==> config.mk <==
export PLATFORM = sky130hd
export DESIGN_NAME = strict_priority_job_queue
export DESIGN_NICKNAME = d
export VERILOG_FILES = /design/src/rtl/core/spjq_pkg.sv /design/src/rtl/core/strict_priority_job_queue.sv /design/src/rtl/core/spjq_ctrl.sv /design/src/rtl/core/spjq_dp.sv
export SDC_FILE = /design/constraint.sdc
export NUM_CORES = 2
export LEC_CHECK = 0
export ABC_AREA = 1
export BUFFER_PORTS_ARGS = -buffer_cell sky130_fd_sc_hd__buf_2
export CAP_MARGIN = 20
export CORE_ASPECT_RATIO = 0.7
export CORE_MARGIN = 2
export CORE_UTILIZATION = 60
export CTS_CLUSTER_SIZE = 14
export DETAILED_ROUTE_END_ITERATION = 12
export HOLD_SLACK_MARGIN = 0.05
export PLACE_DENSITY = 0.76
export RECOVER_POWER = 100
export SLEW_MARGIN = 20
export SYNTH_ARGS = -nofsm -noshare
export SYNTH_HDL_FRONTEND = slang
export SYNTH_SLANG_ARGS = --single-unit
==> constraint.sdc <==
create_clock -name aclk -period 5.5 [get_ports aclk]
set_input_delay 1.1 -clock aclk [delete_from_list [all_inputs] [get_ports aclk]]
set_output_delay 1.1 -clock aclk [all_outputs]
set_load 0.01 [all_outputs]
==> src/rtl/core/spjq_pkg.sv <==
// Shared types and constants for the strict priority job queue.
package spjq_pkg;

    // Queue geometry
    localparam int LEVELS   = 3;
    localparam int DEPTH    = 16;
    localparam int LVL_W    = $clog2(LEVELS);
    localparam int PTR_W    = $clog2(DEPTH);
    localparam int CNT_W    = $clog2(DEPTH + 1);
    localparam int ADDR_W   = LVL_W + PTR_W;
    localparam int MEM_SIZE = LEVELS << PTR_W;

    // Request operation
    typedef enum logic {
        KIND_ENQ = 1'b0,
        KIND_DEQ = 1'b1
    } kind_t;

    // Result status codes
    typedef enum logic [1:0] {
        STAT_ENQUEUED = 2'd0,
        STAT_DEQUEUED = 2'd1,
        STAT_EMPTY    = 2'd2,
        STAT_FULL     = 2'd3
    } status_t;

    typedef struct packed {
        kind_t       kind;
        logic [1:0]  level;
        logic [31:0] job_id;
    } req_t;

    typedef struct packed {
        status_t     status;
        logic [31:0] out_job;
        logic [1:0]  out_level;
    } rsp_t;

    // Controller states
    typedef enum logic [1:0] {
        S_IDLE,
        S_EXEC,
        S_LOAD
    } state_t;

    // Controller to datapath commands
    typedef struct packed {
        logic capture;
        logic exec;
        logic load;
    } cmd_t;

    // Datapath to controller status
    typedef struct packed {
        logic out_free;
    } dp_stat_t;

endpackage

==> src/rtl/core/strict_priority_job_queue.sv <==
// Top level of the strict priority job queue: controller plus datapath.
//
//  channel   direction  handshake          payload
//  s_        in         s_valid / s_ready  req_t: kind, level, job_id
//  m_        out        m_valid / m_ready  rsp_t: status, out_job, out_level
//
// Each request passes through capture, execute (pointer update and
// store access), then load into the result register.
// The job store read is registered, which sets the execute-to-load step.
// A new request is taken while the previous result still waits in m_data.
// A stalled m_ready holds the next result in the load step and s_ready low.
// Reset (aresetn low, synchronous) empties every level; no clearing pass.
module strict_priority_job_queue
    import spjq_pkg::*;
(
    input  logic aclk,
    input  logic aresetn,
    input  logic s_valid,
    output logic s_ready,
    input  req_t s_data,
    output logic m_valid,
    input  logic m_ready,
    output rsp_t m_data
);

    cmd_t     cmd;
    dp_stat_t stat;

    spjq_ctrl u_ctrl (
        .aclk    (aclk),
        .aresetn (aresetn),
        .s_valid (s_valid),
        .s_ready (s_ready),
        .stat    (stat),
        .cmd     (cmd)
    );

    spjq_dp u_dp (
        .aclk    (aclk),
        .aresetn (aresetn),
        .s_data  (s_data),
        .m_data  (m_data),
        .m_valid (m_valid),
        .m_ready (m_ready),
        .cmd     (cmd),
        .stat    (stat)
    );

endmodule

==> src/rtl/core/spjq_ctrl.sv <==
// Sequencing state machine for the strict priority job queue.
module spjq_ctrl
    import spjq_pkg::*;
(
    input  logic     aclk,
    input  logic     aresetn,
    input  logic     s_valid,
    output logic     s_ready,
    input  dp_stat_t stat,
    output cmd_t     cmd
);

    state_t state_reg;
    state_t state_next;

    // Hold state
    always_ff @(posedge aclk) begin
        if (!aresetn) begin
            state_reg <= S_IDLE;
        end else begin
            state_reg <= state_next;
        end
    end

    // Advance through capture, execute and result load; take nothing in reset
    always_comb begin
        state_next  = state_reg;
        cmd         = '0;
        s_ready     = 1'b0;
        unique case (state_reg)
            S_IDLE: begin
                s_ready = aresetn;
                if (s_valid && aresetn) begin
                    cmd.capture = 1'b1;
                    state_next  = S_EXEC;
                end
            end
            S_EXEC: begin
                cmd.exec   = 1'b1;
                state_next = S_LOAD;
            end
            S_LOAD: begin
                if (stat.out_free) begin
                    cmd.load   = 1'b1;
                    state_next = S_IDLE;
                end
            end
            default: begin
                state_next = S_IDLE;
            end
        endcase
    end

endmodule

==> src/rtl/core/spjq_dp.sv <==
// Datapath: job store, per-level pointers and counts, result register.
module spjq_dp
    import spjq_pkg::*;
(
    input  logic     aclk,
    input  logic     aresetn,
    input  req_t     s_data,
    output rsp_t     m_data,
    output logic     m_valid,
    input  logic     m_ready,
    input  cmd_t     cmd,
    output dp_stat_t stat
);

    logic [31:0]      mem [MEM_SIZE];
    logic [31:0]      rdata_reg;
    req_t             req_reg;
    logic [PTR_W-1:0] head_reg [LEVELS];
    logic [PTR_W-1:0] tail_reg [LEVELS];
    logic [CNT_W-1:0] count_reg [LEVELS];
    status_t          res_status_reg;
    logic [LVL_W-1:0] res_level_reg;
    rsp_t             m_data_reg;
    logic             m_valid_reg;

    logic             enq_ok;
    logic [LVL_W-1:0] enq_lvl;
    logic             deq_hit;
    logic [LVL_W-1:0] deq_lvl;
    logic             do_write;
    logic             do_read;
    logic [ADDR_W-1:0] wr_addr;
    logic [ADDR_W-1:0] rd_addr;
    logic             cnt_ok;

    function automatic logic [PTR_W-1:0] next_slot(input logic [PTR_W-1:0] p);
        return (p == PTR_W'(DEPTH - 1)) ? '0 : p + 1'b1;
    endfunction

    // Capture the accepted request
    always_ff @(posedge aclk) begin
        if (cmd.capture) begin
            req_reg <= s_data;
        end
    end

    // Decide the operation: level check and highest non-empty level
    always_comb begin
        enq_lvl = LVL_W'(req_reg.level);
        enq_ok  = (int'(req_reg.level) < LEVELS) &&
                  (count_reg[enq_lvl] < CNT_W'(DEPTH));
        deq_hit = 1'b0;
        deq_lvl = '0;
        for (int i = 0; i < LEVELS; i++) begin
            if (count_reg[i] != '0) begin
                deq_hit = 1'b1;
                deq_lvl = LVL_W'(i);
            end
        end
        do_write = cmd.exec && (req_reg.kind == KIND_ENQ) && enq_ok;
        do_read  = cmd.exec && (req_reg.kind == KIND_DEQ) && deq_hit;
        wr_addr  = {enq_lvl, tail_reg[enq_lvl]};
        rd_addr  = {deq_lvl, head_reg[deq_lvl]};
    end

    // Job store: one write port, registered read
    always_ff @(posedge aclk) begin
        if (do_write) begin
            mem[wr_addr] <= req_reg.job_id;
        end
        if (do_read) begin
            rdata_reg <= mem[rd_addr];
        end
    end

    // Advance pointers and counts
    always_ff @(posedge aclk) begin
        if (!aresetn) begin
            for (int i = 0; i < LEVELS; i++) begin
                head_reg[i]  <= '0;
                tail_reg[i]  <= '0;
                count_reg[i] <= '0;
            end
        end else begin
            if (do_write) begin
                tail_reg[enq_lvl]  <= next_slot(tail_reg[enq_lvl]);
                count_reg[enq_lvl] <= count_reg[enq_lvl] + 1'b1;
            end
            if (do_read) begin
                head_reg[deq_lvl]  <= next_slot(head_reg[deq_lvl]);
                count_reg[deq_lvl] <= count_reg[deq_lvl] - 1'b1;
            end
        end
    end

    // Record outcome of the operation
    always_ff @(posedge aclk) begin
        if (cmd.exec) begin
            res_level_reg <= deq_lvl;
            if (req_reg.kind == KIND_ENQ) begin
                res_status_reg <= enq_ok ? STAT_ENQUEUED : STAT_FULL;
            end else begin
                res_status_reg <= deq_hit ? STAT_DEQUEUED : STAT_EMPTY;
            end
        end
    end

    // Output register: load result, drop it once taken
    always_ff @(posedge aclk) begin
        if (!aresetn) begin
            m_valid_reg <= 1'b0;
        end else if (cmd.load) begin
            m_valid_reg <= 1'b1;
        end else if (m_ready) begin
            m_valid_reg <= 1'b0;
        end
    end

    always_ff @(posedge aclk) begin
        if (cmd.load) begin
            m_data_reg.status <= res_status_reg;
            if (res_status_reg == STAT_DEQUEUED) begin
                m_data_reg.out_job   <= rdata_reg;
                m_data_reg.out_level <= 2'(res_level_reg);
            end else begin
                m_data_reg.out_job   <= '0;
                m_data_reg.out_level <= '0;
            end
        end
    end

    assign m_data        = m_data_reg;
    assign m_valid       = m_valid_reg;
    assign stat.out_free = !m_valid_reg || m_ready;

    always_comb begin
        cnt_ok = 1'b1;
        for (int i = 0; i < LEVELS; i++) begin
            if (count_reg[i] > CNT_W'(DEPTH)) begin
                cnt_ok = 1'b0;
            end
        end
    end

    a_count_bound: assert property (@(posedge aclk) disable iff (!aresetn)
        cnt_ok)
        else $error("level count exceeds depth");

    a_load_free: assert property (@(posedge aclk) disable iff (!aresetn)
        cmd.load |-> (!m_valid_reg || m_ready))
        else $error("result loaded over a pending result");

    a_deq_level: assert property (@(posedge aclk) disable iff (!aresetn)
        (m_valid_reg && m_data_reg.status == STAT_DEQUEUED)
            |-> (int'(m_data_reg.out_level) < LEVELS))
        else $error("dequeued level out of range");

    a_zero_job: assert property (@(posedge aclk) disable iff (!aresetn)
        (m_valid_reg && m_data_reg.status != STAT_DEQUEUED)
            |-> (m_data_reg.out_job == '0 && m_data_reg.out_level == '0))
        else $error("non-dequeue result carries a job");

    a_no_dual: assert property (@(posedge aclk) disable iff (!aresetn)
        !(do_write && do_read))
        else $error("store written and read for one request");

endmodule

[Yosys cells after proc, flatten, opt, wreduce, memory -nomap -nowiden]
Memory sizes are Yosys's and may differ from the RTL's. A register that Yosys moved wholly into a read port is not among the register bits.
Cells that the tools add are included.
W data, S select, Z words.
Storage, ports and cells
  flip-flop bits (word level): 78
  memory bits (writable): 1575
  input bits: 39
  output and inout port bits: 38
  memories: 4
Memory list
  u_dp.mem: depth 48, bits a word 32, rd ports 1, clocked after Yosys merged registers in 1, wr ports 1, RTL line spjq_dp.sv:15  | logic [31:0] mem [MEM_SIZE];
  u_dp.count_reg: depth 3, bits a word 5, rd ports 5, clocked after Yosys merged registers in 1, wr ports 3, RTL line spjq_dp.sv:20  | logic [CNT_W-1:0] count_reg [LEVELS];
  u_dp.head_reg: depth 3, bits a word 4, rd ports 1, clocked after Yosys merged registers in 0, wr ports 3, RTL line spjq_dp.sv:18  | logic [PTR_W-1:0] head_reg [LEVELS];
  u_dp.tail_reg: depth 3, bits a word 4, rd ports 1, clocked after Yosys merged registers in 1, wr ports 3, RTL line spjq_dp.sv:19  | logic [PTR_W-1:0] tail_reg [LEVELS];
Cells by class
  add/sub/neg operators: 4
  magnitude comparators: 2
  eq/ne operators: 7
  multiplexer cells: 43
  bitwise logic cells: 1
  reduce and logical (&&, ||, !) cells: 18
Operators by type and width (count)
  $mux W1: 24
  $mux W2: 12
  $mux W4: 4
  $reduce_bool A5 Y1: 3
  $mux W5: 2
  $reduce_or A5 Y1: 2
  $add A4 B1 Y4 const B: 2
  $eq A4 B4 Y1 const B: 2
  $reduce_or A4 Y1: 2
  $logic_and A1 B1 Y1: 6
  $pmux W2 S3: 1
  $add A5 B1 Y5 const B: 1
  $lt A5 B5 Y1 const B: 1
  $sub A5 B1 Y5 const B: 1
  $eq A2 B1 Y1 const B: 2
  $eq A2 B2 Y1 const B: 1
  $logic_not A2 Y1: 1
  $lt A2 B2 Y1 const B: 1
  $ne A2 B1 Y1 const B: 1
  $ne A2 B2 Y1 const B: 1
  $reduce_and A2 Y1: 1
  $reduce_bool A2 Y1: 1
  $logic_not A1 Y1: 1
  $logic_or A1 B1 Y1: 1
  $not A1 Y1: 1

[Longest topological paths before layout]
An unclocked memory read counts as a cell.
  depth in word-level cells: 11
  mapped depth: 17
  depth with buffers taken out: 16

[Modules after synthesis]
From an unflattened synthesis, not the netlist that was laid out.
Second synthesis, totals
  cells, all modules: 5943
  area total of the unflattened synthesis: 70492.6 µm²
By module, submodules not included
  spjq_dp: instances 1, cells an instance 5926, area an instance 70385.0 µm², sequential area each 50838.8 µm²
  spjq_ctrl: instances 1, cells an instance 17, area an instance 107.6 µm², sequential area each 40.0 µm²

[Worst setup path after synthesis]
OpenSTA, ideal clock, no wires.
  path type: input to register
  start point: in m_ready
  end point: reg u_dp.m_data_reg, in the netlist u_dp.m_data[0] (enable)
  setup time: 0.474 ns
  arrival: 3.621 ns
  slack: 1.405 ns
  stages: 2
  cells stage by stage: nor2_1 -> nor3_1
RTL lines
  start, declared: RTL line strict_priority_job_queue.sv:22  | input logic m_ready,
  end, declared: RTL line spjq_dp.sv:23  | rsp_t m_data_reg;

==> results.sh <==
export IMPL_status="finished with violations"
export IMPL_failed_checks="capacitance limit, slew limit"
export IMPL_synth_area_leader_cell="edfxtp_1"
export IMPL_final_area_sq_um=82800
export IMPL_largest_reg_flops=1536
export IMPL_cts_setup_buffers=0
export IMPL_firstDrtPassIters=6
export IMPL_rows=109
export IMPL_timing_fmax_mhz=204
export IMPL_hold_viol=0
export IMPL_vdd_drop_max_mv=0.434
export IMPL_final_nets=7212
export IMPL_hold_buffers=0
export IMPL_p_sw_share_pct=24.3
export IMPL_clk_latency_ns=0.82
export IMPL_tns_ns=0
export IMPL_synth_area_leaders="edfxtp_1, nand3_1, inv_1, nand4_1, nand2_1"
export IMPL_finalCritPeriodShare_pct=89.3
export IMPL_p_leak_nw=34.6
export IMPL_internal_power_mw=20.8
export IMPL_viasPerCell=6.17
export IMPL_start_util_pct=60.2
export IMPL_ant_nets=0
export IMPL_worstMarginPinSlew_ns=3.50
export IMPL_areaGrowthSynthToFinish_pct=9.37
export IMPL_finalPower_mw=27.4
export IMPL_dpl_cell_area_sq_um=78400
export IMPL_start_kind="register"
export IMPL_io_pins=77
export IMPL_clockBufferDepth=3
export IMPL_die_w_um=429
export IMPL_htree_levels=4
export IMPL_grt_max_degree=161
export IMPL_dieArea_sq_um=129000
export IMPL_first_iter_violations=9702
export IMPL_synth_commonest_cells="edfxtp_1, inv_1, nand3_1"
export IMPL_synth_edf_count=1691
export IMPL_min_period_ns=4.91
export IMPL_required_ns=5.93
export IMPL_grt_total_usage_pct=32.8
export IMPL_root_buffer="clkbuf_16"
export IMPL_cts_resized=0
export IMPL_p_comb_share_pct=8.7
export IMPL_gr_total_overflow=0
export IMPL_coreArea_sq_um=126000
export IMPL_cts_made_buffers=159
export IMPL_p_per_area_nw_per_um2=331
export IMPL_clock_power_share_pct=39.1
export IMPL_maxCapViolCount=41
export IMPL_worstHoldPathType="in -> reg"
export IMPL_drc=0
export IMPL_synth_seq_cells=1696
export IMPL_drive_gt1_share_pct=5.66
export IMPL_ys_async_sr_fraction_pct=0
export IMPL_dpl_hpwl_mm=119
export IMPL_io_buffers=76
export IMPL_syn_area_sq_um=75700
export IMPL_drv_slew=1725
export IMPL_synth_ff_type="edfxtp_1"
export IMPL_synth_cell_types=39
export IMPL_cts_tree="yes"
export IMPL_clkTransAtPathRegs_ns=0.06
export IMPL_synth_area_per_cell_sq_um=10.5
export IMPL_syn_inst=7239
export IMPL_cp_max_fo=21
export IMPL_worst_clock_skew_ns=0.0408
export IMPL_seq_area_frac_synth_pct=67.2
export IMPL_yosys_warnings=0
export IMPL_rsz0062_at_grt="false"
export IMPL_setup_violations=0
export IMPL_maxSlewHeadroom_pct=-134
export IMPL_holdWs_ns=0.464
export IMPL_cp_arrival_ns=5.34
export IMPL_crit_path_end_kind="register"
export IMPL_power_frac_seq_pct=52.2
export IMPL_die_h_um=301
export IMPL_antenna_found_initial=6
export IMPL_cts_sinks=1696
export IMPL_p_switching_mw=6.65
export IMPL_place_gp_congestion=0.921
export IMPL_wirelength_mm=214
export IMPL_synth_top_cell_area_share_pct=67.1
export IMPL_grt_first_pass_wirelength_mm=318
export IMPL_synthMostInstantiatedCell="edfxtp_1"
export IMPL_vias=55300
export IMPL_wire_per_inst_um=23.9
export IMPL_grt_pass1_vias=51900
export IMPL_worstSetupPathType="reg -> reg"
[power by group through the flow]
stage                     Sequential [mW]  Combinational, mW  Clock [mW]
after floorplan                      14.6               1.40           0
after global placement               14.6               2.26           0
after detailed placement             14.6               2.31           0
after CTS                            14.3               2.32        10.7
after global routing                 14.3               2.53        11.2
final                                14.3               2.37        10.7
[cell usage in the layout (no fill, tap or decap), types with 14 or more instances in the layout]
cell type | netlist | final
nor2_1 | 148 | 117
nor2_4 | 1 | 31
clkinv_1 | 1 | 40
clkinv_2 | 0 | 19
buf_2 | 216 | 36
nand4_1 | 706 | 706
a21oi_1 | 14 | 14
nand3_1 | 1391 | 1388
buf_4 | 9 | 51
buf_12 | 0 | 43
clkbuf_1 | 179 | 138
clkbuf_16 | 0 | 163
nand2_1 | 1107 | 1108
clkbuf_2 | 0 | 28
o21ai_0 | 23 | 23
edfxtp_1 | 1691 | 1691
inv_1 | 1619 | 1620
[per-stage QoR]
step	util, %	cells	setup WS (ns)
3_5_place_dp	62.3	8673	1.21
3_3_place_gp	62.3	8673	1.26
6_report	65.9	8964	0.590
4_1_cts	66.3	8962	1.16
2_1_floorplan	-	7247	1.40
5_1_grt	65.9	8963	0.413
[path summary, 6_finish.rpt]
path	startpoint	to	slack [ns]	cells past startpoint
hold / removal	s_data[10]	u_dp.req_reg[10]$_DFFE_PP_	0.46	1
setup reg to reg	register	u_dp.mem[20][5]$_DFFE_PP_	0.59	11
setup / recovery	register	u_dp.mem[20][5]$_DFFE_PP_	0.59	11
hold reg to reg	u_dp.res_status_reg[0]$_DFFE_PN_	u_dp.m_data[34]$_DFFE_PP_	0.47	0
[cell type report]
class	instances	area, sq um
flip-flops and latches	1696	50900
clock buffers	208	4250
diodes	2	5.00
fillers	9249	42900
inverters	1625	6110
clock inverters	81	692
multi-input cells	3436	16900
repair buffers	251	1910
well taps	1665	2080
[kinds of logic after synthesis]
logic type | share of synthesized area (%)
adders and majority gates | 0.0661
and+or+nand+nor | 21.5
AOI/OAI and AO/OA | 0.360
xor gates and xnor gates | 0.0347
other | 0.00495
buffers and inverters | 10.9
DFF | 67.2
[critical path, cell delays in order (launching register included)]
cell and delay (ns):
dfxtp_1 0.67, inv_1 0.45, o21ai_0 0.27, o22ai_1 0.13, a21oi_1 0.21, nand2_1 0.10
nor2_1 0.15, inv_1 0.11, nor2_1 0.40, nand2_1 0.49, nor2_4 0.63, clkbuf_1 0.91
[layer usage]
| metal | GRT usage (%) | vias up | part of all wire, % |
|---|---|---|---|
| met4 | 15.8 | 2 | 4.8 |
| met1 | 47.2 | 26200 | 37 |
| met2 | 47.7 | 4341 | 43 |
| met3 | 7.68 | 546 | 15 |
| li1 | - | 24300 | - |
| met5 | 0 | - | 0.0061 |
No activity file was read; power rests on OpenSTA's default activity.
